===== src/clipped_blit_pixel_packer_defines.svh =====
// Assertion helpers for the blit packer, clocked on clk, quiet in reset.
`ifndef CLIPPED_BLIT_PIXEL_PACKER_DEFINES_SVH
`define CLIPPED_BLIT_PIXEL_PACKER_DEFINES_SVH

// Same-cycle implication.
`define CBP_ASSERT_NOW(label, cond, expect_now, msg) \
  label: assert property (@(posedge clk) disable iff (rst) (cond) |-> (expect_now)) \
    else $error(msg);

// Next-cycle implication.
`define CBP_ASSERT_NEXT(label, cond, expect_next, msg) \
  label: assert property (@(posedge clk) disable iff (rst) (cond) |=> (expect_next)) \
    else $error(msg);

`endif


===== src/cbp_pkg.sv =====
`timescale 1ns / 1ps
`default_nettype none
package cbp_pkg;

  localparam int unsigned MAX_DIM    = 4096;
  localparam int unsigned MAX_STRIDE = 16384;

  localparam int unsigned QUEUE_DEPTH = 4;
  localparam int unsigned QPTR_W      = $clog2(QUEUE_DEPTH);
  localparam int unsigned QCNT_W      = $clog2(QUEUE_DEPTH + 1);

  // item kinds
  localparam logic KIND_START = 1'b0;
  localparam logic KIND_PIXEL = 1'b1;

  // pixel formats
  localparam logic [1:0] FMT_RGB565 = 2'd0;
  localparam logic [1:0] FMT_XRGB   = 2'd1;

  // register indexes
  localparam logic [2:0] REG_SCREEN_WIDTH  = 3'd0;
  localparam logic [2:0] REG_SCREEN_HEIGHT = 3'd1;
  localparam logic [2:0] REG_LINE_STRIDE   = 3'd2;
  localparam logic [2:0] REG_PIXEL_FORMAT  = 3'd3;
  localparam logic [2:0] REG_RED_SHIFT     = 3'd4;
  localparam logic [2:0] REG_GREEN_SHIFT   = 3'd5;
  localparam logic [2:0] REG_BLUE_SHIFT    = 3'd6;

  typedef struct packed {
    logic [12:0] screen_width;
    logic [12:0] screen_height;
    logic [14:0] line_stride_bytes;
    logic [1:0]  pixel_format;
    logic [4:0]  red_shift;
    logic [4:0]  green_shift;
    logic [4:0]  blue_shift;
  } cfg_t;

  // one visible pixel waiting for the back end
  typedef struct packed {
    logic [25:0] row_address;
    logic [12:0] column;
    logic        wide;
    logic        last;
    logic [7:0]  red;
    logic [7:0]  green;
    logic [7:0]  blue;
  } q_entry_t;

endpackage
`default_nettype wire


===== src/cbp_if.sv =====
`timescale 1ns / 1ps
`default_nettype none
interface cbp_in_if;
  logic        valid;
  logic        ready;
  logic        kind;
  logic [12:0] src_width;
  logic [12:0] src_height;
  logic [11:0] dest_x;
  logic [11:0] dest_y;
  logic [7:0]  red;
  logic [7:0]  green;
  logic [7:0]  blue;

  modport source (output valid, kind, src_width, src_height, dest_x, dest_y, red, green, blue,
                  input ready);
  modport sink (input valid, kind, src_width, src_height, dest_x, dest_y, red, green, blue,
                output ready);
endinterface

interface cbp_out_if;
  logic        valid;
  logic        ready;
  logic [25:0] write_address;
  logic [31:0] write_data;
  logic        write_wide;
  logic        last_write;

  modport source (output valid, write_address, write_data, write_wide, last_write,
                  input ready);
  modport sink (input valid, write_address, write_data, write_wide, last_write,
                output ready);
endinterface
`default_nettype wire


===== src/cbp_queue.sv =====
`timescale 1ns / 1ps
`default_nettype none
`include "clipped_blit_pixel_packer_defines.svh"
module cbp_queue
  import cbp_pkg::*;
(
  input  wire logic     clk,
  input  wire logic     rst,
  input  wire logic     push,
  input  wire q_entry_t push_entry,
  output logic          full,
  input  wire logic     pop,
  output logic          head_valid,
  output q_entry_t      head_entry
);

  q_entry_t            store [QUEUE_DEPTH];
  logic [QPTR_W-1:0]   wr_ptr;
  logic [QPTR_W-1:0]   rd_ptr;
  logic [QCNT_W-1:0]   count;

  assign full       = (count == QCNT_W'(QUEUE_DEPTH));
  assign head_valid = (count != '0);
  assign head_entry = store[rd_ptr];

  always_ff @(posedge clk) begin
    if (push) begin
      store[wr_ptr] <= push_entry;
    end
  end

  always_ff @(posedge clk) begin
    if (rst) begin
      wr_ptr <= '0;
      rd_ptr <= '0;
      count  <= '0;
    end else begin
      if (push) begin
        wr_ptr <= wr_ptr + 1'b1;
      end
      if (pop) begin
        rd_ptr <= rd_ptr + 1'b1;
      end
      case ({push, pop})
        2'b10:   count <= count + 1'b1;
        2'b01:   count <= count - 1'b1;
        default: count <= count;
      endcase
    end
  end

  `CBP_ASSERT_NOW(a_no_push_full, full, !push, "push into full queue")
  `CBP_ASSERT_NOW(a_no_pop_empty, !head_valid, !pop, "pop from empty queue")
  `CBP_ASSERT_NEXT(a_drain_empty, (count == QCNT_W'(1)) && pop && !push, !head_valid,
    "queue not empty after last pop")

endmodule
`default_nettype wire


===== src/cbp_front.sv =====
`timescale 1ns / 1ps
`default_nettype none
`include "clipped_blit_pixel_packer_defines.svh"
module cbp_front
  import cbp_pkg::*;
(
  input  wire logic  clk,
  input  wire logic  rst,
  input  wire cfg_t  cfg,
  cbp_in_if.sink     in_ch,
  input  wire logic  q_full,
  output logic       q_push,
  output q_entry_t   q_entry
);

  logic        active;
  logic [12:0] source_width;
  logic [12:0] clipped_width;
  logic [12:0] clipped_height;
  logic [12:0] column_count;
  logic [12:0] row_count;
  logic [25:0] row_address;

  logic        accept;
  logic [13:0] x_end, y_end;
  logic        over_x, over_y, cw_ok, ch_ok;
  logic [12:0] cw, ch;
  logic [26:0] dy_times_stride;
  logic [25:0] start_address;
  logic [13:0] col_inc, row_inc;
  logic        visible, last;

  assign in_ch.ready = !q_full;
  assign accept      = in_ch.valid && in_ch.ready;

  // clip against right and bottom screen edges
  assign x_end  = 14'(in_ch.dest_x) + 14'(in_ch.src_width);
  assign y_end  = 14'(in_ch.dest_y) + 14'(in_ch.src_height);
  assign over_x = x_end > 14'(cfg.screen_width);
  assign over_y = y_end > 14'(cfg.screen_height);
  assign cw     = over_x ? (cfg.screen_width - 13'(in_ch.dest_x)) : in_ch.src_width;
  assign ch     = over_y ? (cfg.screen_height - 13'(in_ch.dest_y)) : in_ch.src_height;
  assign cw_ok  = over_x ? (cfg.screen_width > 13'(in_ch.dest_x)) : (in_ch.src_width != '0);
  assign ch_ok  = over_y ? (cfg.screen_height > 13'(in_ch.dest_y)) : (in_ch.src_height != '0);

  assign dy_times_stride = 27'(in_ch.dest_y) * 27'(cfg.line_stride_bytes);
  assign start_address   = dy_times_stride[25:0]
                         + ((cfg.pixel_format == FMT_RGB565) ? {13'd0, in_ch.dest_x, 1'b0}
                                                              : {12'd0, in_ch.dest_x, 2'b0});

  assign col_inc = 14'(column_count) + 14'd1;
  assign row_inc = 14'(row_count) + 14'd1;
  assign visible = column_count < clipped_width;
  assign last    = visible && (col_inc == 14'(clipped_width)) && (row_inc == 14'(clipped_height));

  assign q_push = accept && (in_ch.kind == KIND_PIXEL) && active && visible
                && ((cfg.pixel_format == FMT_RGB565) || (cfg.pixel_format == FMT_XRGB));

  always_comb begin
    q_entry.row_address = row_address;
    q_entry.column      = column_count;
    q_entry.wide        = (cfg.pixel_format == FMT_XRGB);
    q_entry.last        = last;
    q_entry.red         = in_ch.red;
    q_entry.green       = in_ch.green;
    q_entry.blue        = in_ch.blue;
  end

  always_ff @(posedge clk) begin
    if (rst) begin
      active         <= 1'b0;
      source_width   <= '0;
      clipped_width  <= '0;
      clipped_height <= '0;
      column_count   <= '0;
      row_count      <= '0;
      row_address    <= '0;
    end else if (accept) begin
      if (in_ch.kind == KIND_START) begin
        column_count <= '0;
        row_count    <= '0;
        if (cw_ok && ch_ok) begin
          active         <= 1'b1;
          source_width   <= in_ch.src_width;
          clipped_width  <= cw;
          clipped_height <= ch;
          row_address    <= start_address;
        end else begin
          active         <= 1'b0;
          source_width   <= '0;
          clipped_width  <= '0;
          clipped_height <= '0;
          row_address    <= '0;
        end
      end else if (active) begin
        if (last) begin
          active       <= 1'b0;
          column_count <= '0;
          row_count    <= '0;
        end else if (col_inc >= 14'(source_width)) begin
          column_count <= '0;
          row_count    <= row_inc[12:0];
          row_address  <= row_address + 26'(cfg.line_stride_bytes);
          if (row_inc[12:0] >= clipped_height) begin
            active <= 1'b0;
          end
        end else begin
          column_count <= col_inc[12:0];
        end
      end
    end
  end

  `CBP_ASSERT_NEXT(a_last_closes, q_push && last, !active, "blit still open after last pixel")

endmodule
`default_nettype wire


===== src/cbp_back.sv =====
`timescale 1ns / 1ps
`default_nettype none
module cbp_back
  import cbp_pkg::*;
(
  input  wire logic     clk,
  input  wire logic     rst,
  input  wire cfg_t     cfg,
  input  wire logic     head_valid,
  input  wire q_entry_t head_entry,
  output logic          q_pop,
  cbp_out_if.source     out_ch
);

  logic        out_valid;
  logic [25:0] out_address;
  logic [31:0] out_data;
  logic        out_wide;
  logic        out_last;

  logic [25:0] address_next;
  logic [31:0] data_next;
  logic [15:0] rgb565;

  assign q_pop = head_valid && (!out_valid || out_ch.ready);

  assign address_next = head_entry.row_address
                      + (head_entry.wide ? {11'd0, head_entry.column, 2'b0}
                                         : {12'd0, head_entry.column, 1'b0});

  assign rgb565 = {head_entry.red[7:3], head_entry.green[7:2], head_entry.blue[7:3]};

  always_comb begin
    if (head_entry.wide) begin
      data_next = (32'(head_entry.red) << cfg.red_shift)
                | (32'(head_entry.green) << cfg.green_shift)
                | (32'(head_entry.blue) << cfg.blue_shift);
    end else begin
      data_next = {16'd0, rgb565};
    end
  end

  always_ff @(posedge clk) begin
    if (rst) begin
      out_valid <= 1'b0;
    end else if (q_pop) begin
      out_valid <= 1'b1;
    end else if (out_ch.ready) begin
      out_valid <= 1'b0;
    end
  end

  always_ff @(posedge clk) begin
    if (q_pop) begin
      out_address <= address_next;
      out_data    <= data_next;
      out_wide    <= head_entry.wide;
      out_last    <= head_entry.last;
    end
  end

  assign out_ch.valid         = out_valid;
  assign out_ch.write_address = out_address;
  assign out_ch.write_data    = out_data;
  assign out_ch.write_wide    = out_wide;
  assign out_ch.last_write    = out_last;

endmodule
`default_nettype wire


===== src/clipped_blit_pixel_packer.sv =====
`timescale 1ns / 1ps
`default_nettype none
// Channel   Dir  Handshake          Payload
// in_ch     in   valid/ready        kind, src_width, src_height, dest_x, dest_y, rgb
// out_ch    out  valid/ready        write_address, write_data, write_wide, last_write
// cfg       in   cfg_write only     cfg_index, cfg_data
//
// One word in per cycle unless the queue is full; pixels are queued, then registered.
// Rate is set by the front counters (one pixel a cycle) and the single output register.
// A start word needs no extra step: the dest_y * stride product sits in the front path.
// Reset (rst, synchronous) closes any blit, empties the queue, loads register defaults.
// An output stall fills the four-word queue; in_ch.ready drops only when it is full.
module clipped_blit_pixel_packer
  import cbp_pkg::*;
(
  input  wire logic        clk,
  input  wire logic        rst,
  input  wire logic        cfg_write,
  input  wire logic [2:0]  cfg_index,
  input  wire logic [14:0] cfg_data,
  cbp_in_if.sink           in_ch,
  cbp_out_if.source        out_ch
);

  cfg_t     cfg;
  logic     q_push;
  logic     q_full;
  logic     q_pop;
  logic     head_valid;
  q_entry_t push_entry;
  q_entry_t head_entry;

  // screen sizes and stride saturate on write
  always_ff @(posedge clk) begin
    if (rst) begin
      cfg.screen_width      <= 13'd640;
      cfg.screen_height     <= 13'd480;
      cfg.line_stride_bytes <= 15'd2560;
      cfg.pixel_format      <= FMT_XRGB;
      cfg.red_shift         <= 5'd16;
      cfg.green_shift       <= 5'd8;
      cfg.blue_shift        <= 5'd0;
    end else if (cfg_write) begin
      case (cfg_index)
        REG_SCREEN_WIDTH:
          cfg.screen_width <= (cfg_data[12:0] > 13'(MAX_DIM)) ? 13'(MAX_DIM) : cfg_data[12:0];
        REG_SCREEN_HEIGHT:
          cfg.screen_height <= (cfg_data[12:0] > 13'(MAX_DIM)) ? 13'(MAX_DIM) : cfg_data[12:0];
        REG_LINE_STRIDE:
          cfg.line_stride_bytes <= (cfg_data > 15'(MAX_STRIDE)) ? 15'(MAX_STRIDE) : cfg_data;
        REG_PIXEL_FORMAT:  cfg.pixel_format <= cfg_data[1:0];
        REG_RED_SHIFT:     cfg.red_shift    <= cfg_data[4:0];
        REG_GREEN_SHIFT:   cfg.green_shift  <= cfg_data[4:0];
        REG_BLUE_SHIFT:    cfg.blue_shift   <= cfg_data[4:0];
        default:           cfg <= cfg;
      endcase
    end
  end

  // front: geometry, clip, raster counters
  cbp_front u_front (
    .clk     (clk),
    .rst     (rst),
    .cfg     (cfg),
    .in_ch   (in_ch),
    .q_full  (q_full),
    .q_push  (q_push),
    .q_entry (push_entry)
  );

  // decoupling queue of visible pixels
  cbp_queue u_queue (
    .clk        (clk),
    .rst        (rst),
    .push       (q_push),
    .push_entry (push_entry),
    .full       (q_full),
    .pop        (q_pop),
    .head_valid (head_valid),
    .head_entry (head_entry)
  );

  // back: address add, pixel pack, output register
  cbp_back u_back (
    .clk        (clk),
    .rst        (rst),
    .cfg        (cfg),
    .head_valid (head_valid),
    .head_entry (head_entry),
    .q_pop      (q_pop),
    .out_ch     (out_ch)
  );

endmodule
`default_nettype wire


===== src/flat_wrapper.sv =====
// flat-port wrapper written by rule: the top's interface ports become plain ports
module clipped_blit_pixel_packer_flat import cbp_pkg::*;
  (clk, rst, cfg_write, cfg_index, cfg_data, in_ch_valid, in_ch_kind, in_ch_src_width, in_ch_src_height, in_ch_dest_x, in_ch_dest_y, in_ch_red, in_ch_green, in_ch_blue, in_ch_ready, out_ch_valid, out_ch_write_address, out_ch_write_data, out_ch_write_wide, out_ch_last_write, out_ch_ready);
  cbp_in_if in_ch_i ();
  cbp_out_if out_ch_i ();
  input  wire logic clk;
  input  wire logic rst;
  input  wire logic cfg_write;
  input  wire logic [2:0] cfg_index;
  input  wire logic [14:0] cfg_data;
  input wire logic [$bits(in_ch_i.valid)-1:0] in_ch_valid;
  input wire logic [$bits(in_ch_i.kind)-1:0] in_ch_kind;
  input wire logic [$bits(in_ch_i.src_width)-1:0] in_ch_src_width;
  input wire logic [$bits(in_ch_i.src_height)-1:0] in_ch_src_height;
  input wire logic [$bits(in_ch_i.dest_x)-1:0] in_ch_dest_x;
  input wire logic [$bits(in_ch_i.dest_y)-1:0] in_ch_dest_y;
  input wire logic [$bits(in_ch_i.red)-1:0] in_ch_red;
  input wire logic [$bits(in_ch_i.green)-1:0] in_ch_green;
  input wire logic [$bits(in_ch_i.blue)-1:0] in_ch_blue;
  output wire logic [$bits(in_ch_i.ready)-1:0] in_ch_ready;
  output wire logic [$bits(out_ch_i.valid)-1:0] out_ch_valid;
  output wire logic [$bits(out_ch_i.write_address)-1:0] out_ch_write_address;
  output wire logic [$bits(out_ch_i.write_data)-1:0] out_ch_write_data;
  output wire logic [$bits(out_ch_i.write_wide)-1:0] out_ch_write_wide;
  output wire logic [$bits(out_ch_i.last_write)-1:0] out_ch_last_write;
  input wire logic [$bits(out_ch_i.ready)-1:0] out_ch_ready;
  assign in_ch_i.valid = in_ch_valid;
  assign in_ch_i.kind = in_ch_kind;
  assign in_ch_i.src_width = in_ch_src_width;
  assign in_ch_i.src_height = in_ch_src_height;
  assign in_ch_i.dest_x = in_ch_dest_x;
  assign in_ch_i.dest_y = in_ch_dest_y;
  assign in_ch_i.red = in_ch_red;
  assign in_ch_i.green = in_ch_green;
  assign in_ch_i.blue = in_ch_blue;
  assign in_ch_ready = in_ch_i.ready;
  assign out_ch_valid = out_ch_i.valid;
  assign out_ch_write_address = out_ch_i.write_address;
  assign out_ch_write_data = out_ch_i.write_data;
  assign out_ch_write_wide = out_ch_i.write_wide;
  assign out_ch_last_write = out_ch_i.last_write;
  assign out_ch_i.ready = out_ch_ready;
  clipped_blit_pixel_packer u_core (.clk(clk), .rst(rst), .cfg_write(cfg_write), .cfg_index(cfg_index), .cfg_data(cfg_data), .in_ch(in_ch_i), .out_ch(out_ch_i));
endmodule

===== config.mk =====
export PLATFORM = sky130hd
export DESIGN_NAME = clipped_blit_pixel_packer_flat
export DESIGN_NICKNAME = d
export VERILOG_FILES = /design/src/cbp_pkg.sv /design/src/cbp_if.sv /design/src/cbp_queue.sv /design/src/cbp_front.sv /design/src/cbp_back.sv /design/src/clipped_blit_pixel_packer.sv /design/src/flat_wrapper.sv
export VERILOG_INCLUDE_DIRS = /design/src /design/src/src
export SDC_FILE = /design/constraint.sdc
export NUM_CORES = 2
export LEC_CHECK = 0
export BUFFER_PORTS_ARGS = -buffer_cell sky130_fd_sc_hd__buf_2
export CAP_MARGIN = 25
export CORE_ASPECT_RATIO = 1.25
export CORE_MARGIN = 2
export CORE_UTILIZATION = 50
export DETAILED_ROUTE_END_ITERATION = 8
export PLACE_DENSITY = 0.79
export SLEW_MARGIN = 20
export SYNTH_ARGS = -nofsm -noshare
export SYNTH_HDL_FRONTEND = slang
export SYNTH_SLANG_ARGS = --single-unit

===== constraint.sdc =====
create_clock -name clk -period 7.9 [get_ports clk]
set_input_delay 0.395 -clock clk [delete_from_list [all_inputs] [get_ports clk]]
set_output_delay 0.395 -clock clk [all_outputs]
set_load 0.1 [all_outputs]

Word-level counts from Yosys, hierarchy flattened:

Memories as Yosys holds them, arrays and structs flattened. A register that Yosys moved wholly into a read port is not among the register bits.
Cells that the tools add are included.
Widths: inputs -> output; s select.

* add/sub/neg operators: 13
* $mul: 1
* order comparisons: 9
* eq/ne operators: 16
* shifts and indexed selects: 3
* mux-type cells: 38
* bitwise logic cells: 3
* reduce and logical (&&, ||, !) cells: 31

Operators with widths (number)
* $mux 13: 14
* $mux 26: 5
* $shl 8x5->32: 3
* $or 32x32->32: 2
* $add 26x15->26: 2
* $mux 15: 2
* $add 12x13->14: 2
* $add 13x1->14 const B: 2
* $eq 14x13->1: 2
* $gt 14x13->1: 2
* $add 26x14->26: 1
* $gt 13x12->1: 2
* $mul 12x15->26: 1
* $reduce_bool 13->1: 2
* $sub 13x12->13: 2
* $reduce_and 2->1: 9
* $mux 16: 1
* $gt 15x15->1 const B: 1
* $ge 14x13->1: 1
* $mux 14: 1
* $ge 13x13->1: 1
* $gt 13x13->1 const B: 1
* $lt 13x13->1: 1
* $eq 3x3->1 const B: 4
* other kinds (23): 50

* register bits: 218
* memory bits (writable): 260
* input bits: 98
* output and inout bits: 62
* word-level logic and storage cells: 138
* memories kept: 1

Memories
* u_core.u_queue.store: words 4, width 65, read ports 1, clocked after memory_dff 1, write ports 1, RTL line cbp_queue.sv:17 `q_entry_t store [QUEUE_DEPTH];`

Longest topological paths before layout:

* depth after elaboration: 9
* depth in mapped cells: 23
* depth with buffers taken out: 22

By module:

Synthesis repeated with hierarchy kept, for this count alone.

* cell total of the unflattened synthesis: 3242
* area total of the unflattened synthesis: 33572.2 µm²

Modules (own cells, without submodules)
* cbp_front: instances 1, cells each 2022, area each 15955.3 µm², sequential area each 1841.8 µm²
* cbp_queue: instances 1, cells each 382, area each 9850.7 µm², sequential area each 7987.7 µm²
* cbp_back: instances 1, cells each 580, area each 5451.5 µm², sequential area each 1821.7 µm²
* clipped_blit_pixel_packer: instances 1, cells each 258, area each 2314.7 µm², sequential area each 1161.1 µm²

Least setup slack after synthesis:

OpenSTA, ideal clock, no wires.

* path type: input port to flip-flop
* start: in in_ch_dest_y[2]
* end: reg u_core.u_front.row_address[24]
* library setup time: 74 ps
* arrival: 5748 ps
* data required time: 7826 ps
* slack: 2078 ps
* stages on the path: 22
* path buffers: 2
* cells stage by stage: buf_1 -> and2_1 -> fa_1 -> inv_1 -> fa_1 -> inv_1 -> fa_1 -> fa_1 -> inv_1 -> fa_1 -> inv_1 -> ha_1 -> clkbuf_1 -> nand3_1 -> o211ai_1 -> o41ai_1 -> o221ai_1 -> a41o_1 -> o41ai_1 -> xnor2_1 -> nand3_1 -> a31oi_1

* longest elaborated chain between the ends: 6
* elaborated cells on any way between the ends: 9
* those cells by class: add/sub (2); mul (1); order compare (2); mux (3); reduce/logical (1)

RTL lines
* from (decl): RTL line flat_wrapper.sv:16 `input wire logic [$bits(in_ch_i.dest_y)-1:0] in_ch_dest_y;`
* parallel branches: the longest is 4 deep, another holds $mul 12x15->26
* $mux 26 (*): RTL line cbp_front.sv:82 `if (cw_ok && ch_ok) begin`
* $mux 26 (*): RTL line cbp_front.sv:79 `if (in_ch.kind == KIND_START) begin`
* to (signal assigned): RTL line cbp_front.sv:87 `row_address <= start_address;`
* to (signal assigned): RTL line cbp_front.sv:103 `row_address <= row_address + 26'(cfg.line_stride_bytes);`
* to (decl): RTL line cbp_front.sv:22 `logic [25:0] row_address;`

Mark *: on every way between the ends.
A chain may end at the register's enable or synchronous reset.

Worst setup path in the final report:

* start: reg u_core.cfg[25] (netlist name)
* end: reg u_core.u_front.row_address[24]

* longest elaborated chain between the ends: 5
* elaborated cells on any way between the ends: 8
* those cells by class: add/sub (2); mul (1); mux (5)

RTL lines (RTL line)
* parallel branches: the longest is 4 deep, another holds $mul 12x15->26
* $mux 26 (*): cbp_front.sv:79

Mark *: on every way between the ends. The select of a mux whose other input is x is not followed.

==> impl_results.md <==
* Post-synthesis mux area share at 0.0725
* Remaining global-route overflow at 0
* R2R Setup Slk at 1880 ps
* Die Wd at 232 um
* Number of global-route vias before repair at 24137
* Final core occ at 0.557
* Final #Nets at 3797
* Most used cell, CP: fa_1
* Site Rows at 104
* Worst setup SP type: register
* CP required at 8450 ps
* Worst path max stage delay at 840 ps
* CTS resizes at 0
* Post-Synth Adder-Cell Area at 0.174
* Synth cell count leaders: 344 x inv_1, 323 x nand2_1, 320 x edfxtp_1, 222 x nor2_1, 215 x ha_1
* Fill cells at 5482
* Met3 Resource Use GR at 0.0307
* Share of the synthesized area in the top cell type at 0.295
* Max-Cap Viols at 0
* Main flop type after synthesis: edfxtp_1
* Cell taking the most area after synthesis: edfxtp_1
* Overall power at 8.78 mW
* Synth Area per Inst at 10.1 um^2
* Kind of critical path: reg2reg
* Cells along the critical path: and2_1 > fa_1 > inv_1 > fa_1 > inv_1 > fa_1 > fa_1 > inv_1 > fa_1 > inv_1 > ha_1 > nand3_1 > o211ai_1 > o41ai_1 > buf_4 > o221ai_1 > a41o_1 > o41ai_1 > xnor2_1 > nand3_1 > a31oi_1
* Port Buf Inserts at 159
* H-tree levels at 2
* Worst hold path type: in2reg
* Synth Register Bits at 480
* CP max stage cell: dfxtp_1
* Critical R2R Launch: u_core.cfg[25]
* Grt met1 use at 0.319
* CP bufs+invs at 5
* Tmin final at 6020 ps
* Max-Slew Margin vs Limit at 0.357
* Antenna Nets Post-Route at 0
* Residual DRC at 0
* CP top delay family: adder cells
* Post-Syn Area at 32600 um^2
* Worst setup EP type: register
* Die Footprint at 67200 um^2
* Starting Density at 0.506
* Post-synthesis simple-gate area fraction at 0.150
* Worst EP arrival at 6570 ps
* Xor/xnor share of the synthesized area at 0.0320
* Iteration count of the initial detailed-routing pass at 9
* Hold endpoint: u_core.u_queue.store[3][11]
* Core Region at 64400 um^2
* Leak Pwr at 14.3 nW
* Die Y-Extent at 289 um
* Worst-path maximum fanout at 14
* Max rail drop VDD at 0.188 mV
* Post-synthesis compound-gate area fraction at 0.120
* Max Fclk at 166 MHz
* Vias per inst at 5.86
* Cts bufs inserted at 48
* Setup violators final at 0
* R2R Path End: u_core.u_front.row_address[24]
* Global-route wire length before repair at 131 mm
* Final GP Congestion at 0.963
* Finished layout cell area at 35900 um^2
* Synth top area cells: edfxtp_1 30%, dfxtp_1 9.8%, fa_1 9.2%
* Clock slew at the register clock pins of the worst setup and hold paths at 80 ps
* Worst Max-Slew Pin Slew at 960 ps
* Clock Skew at 42.4 ps
* Asr flop ratio synth at 0
* Top-count cell post-synth: inv_1
* Pin count of the biggest net entering global routing at 84
* Worst skew pair latency at 620 ps
* Main combinational cell family by area after synthesis: adder cells
* R2R depth at 21
* Net Count, Synth at 3697
* Area grow syn2layout at 10.2%
* Depth of the worst hold-timing path at 1
* CTS tree: yes
* Most utilized layer in the global route result: met2
* Setup TNS at 0 ps
* Initial antenna violation count at 3
* GRT Util Overall at 0.249
* Drt total wl at 83.7 mm
* Yosys cell types at 78
* Wire length per cell at 19.8 um
* RSZ-0062 raised after global routing: no
* Number of synthesized flops with an enable pin at 320
* Power per cell area at 245 nW/um^2
* Post-CTS Setup Bufs at 0
* Placed cell area at 34100 um^2
* Via count at 24776
* CTS Sinks at 480
* Gate Count Post-Synth at 3235
* Hold path start: in_ch_green[3]
* Root buf cell: clkbuf_16
* Final worst-path cycle share at 0.762
* Final Max Slew Viols at 0
* Final hold violations at 0
* Synth Warn # at 0
* IO Count at 160
* Status: finished, final reports clean
* Layout cell share with drive strength beyond 1 at 0.113
* DRT iter0 DRCs at 2154
* Seq/Total Area, Yosys at 0.393
* DP HPWL at 62.5 mm
* GR Util met2 at 0.428
* Maximum clock path buffer count at 3
[stage by stage]
stage,hold WS (ps),cells,worst slack [ps]
floorplan,432,3235,2080
global placement,441,4116,1650
detailed placement,447,4121,1590
CTS,0.233,4222,1990
global route,7.96,4223,1590
finish,26.2,4225,1880
[cell type report]
| type | count | area [um^2] | share of cell area |
|---|---|---|---|
| Tap cell | 848 | 1060 | 0.0296 |
| Antenna cell | 2 | 5.00 | 0.000139 |
| Sequential cell | 480 | 12800 | 0.357 |
| Timing Repair Buffer | 196 | 1170 | 0.0325 |
| Clock inverter | 28 | 347 | 0.00966 |
| Inverter | 350 | 1310 | 0.0366 |
| Multi-Input combinational cell | 2259 | 17900 | 0.499 |
| Clock buffer | 62 | 1270 | 0.0355 |
[worst max-delay path by stage]
| stage | start | to | slack [ps] | cells after the start |
|---|---|---|---|---|
| floorplan | in_ch_dest_y[2] | u_core.u_front.row_address[24] | 2080 | 22 |
| global placement | in_ch_dest_x[0] | u_core.u_front.active | 1650 | 23 |
| detailed placement | in_ch_dest_x[0] | u_core.u_front.row_address[21] | 1590 | 23 |
| CTS | u_core.cfg[26] | u_core.u_front.row_address[17] | 1990 | 18 |
| global route | u_core.cfg[26] | u_core.u_front.row_address[17] | 1590 | 18 |
| finish | u_core.cfg[25] | u_core.u_front.row_address[24] | 1880 | 21 |
[flip-flops by register name, indices dropped and copies added (netlist names), named ones only]
name	cells
u_core.u_queue.store	260
u_core.cfg	58
u_core.u_back.out_ch.write_data	32
u_core.u_back.out_ch.write_address	26
u_core.u_front.row_address	26
u_core.u_front.clipped_height	13
u_core.u_front.clipped_width	13
u_core.u_front.column_count	13
u_core.u_front.row_count	13
u_core.u_front.source_width	13
u_core.u_queue.count	3
u_core.u_queue.rd_ptr	2
u_core.u_queue.wr_ptr	2
u_core.u_back.out_ch.last_write	1
u_core.u_back.out_ch.valid	1
u_core.u_back.out_ch.write_wide	1
u_core.u_front.active	1
[metal layers]
layer,wire (um),up-vias
met5,27,-
met4,3530,4
met3,5480,214
met2,40800,979
met1,33900,11964
li1,-,11615
[power breakdown]
| part | total, mW | switching (mW) | leakage [nW] | internal (mW) |
|---|---|---|---|---|
| clock network | 2.33 | 0.981 | 0.782 | 1.35 |
| registers | 3.15 | 0.163 | 4.32 | 2.98 |
| logic | 3.30 | 2.45 | 9.18 | 0.851 |
| total | 8.78 | 3.60 | 14.3 | 5.18 |
[cell families (layout without fill, tap and decap cells)]
kind of cell / after synthesis / count (layout)
buffers and inverters: 496 / 636
AO/OA/AOI/OAI: 607 / 607
multiplexers: 153 / 153
adder cells (fa/ha/maj): 364 / 364
XOR/XNOR: 119 / 119
AND/OR/NAND/NOR: 1016 / 1016
other: 0 / 2
flip-flops: 480 / 480
[repair_timing]
item / in CTS / in global routing
endpoints found under the hold margin: 37 / 0
endpoints found under the setup margin: 0 / 0
hold buffers: 11 / 0
[cells in the final DEF (no fill, tap or decap), types with 107 or more instances in the layout]
cell type  count
ha_1         215
dfxtp_1      158
fa_1         149
nand2_1      323
buf_2        158
nor2_1       220
inv_1        344
edfxtp_1     320
o21ai_0      107
a21oi_1      185
No activity file was read; power rests on OpenSTA's default activity.
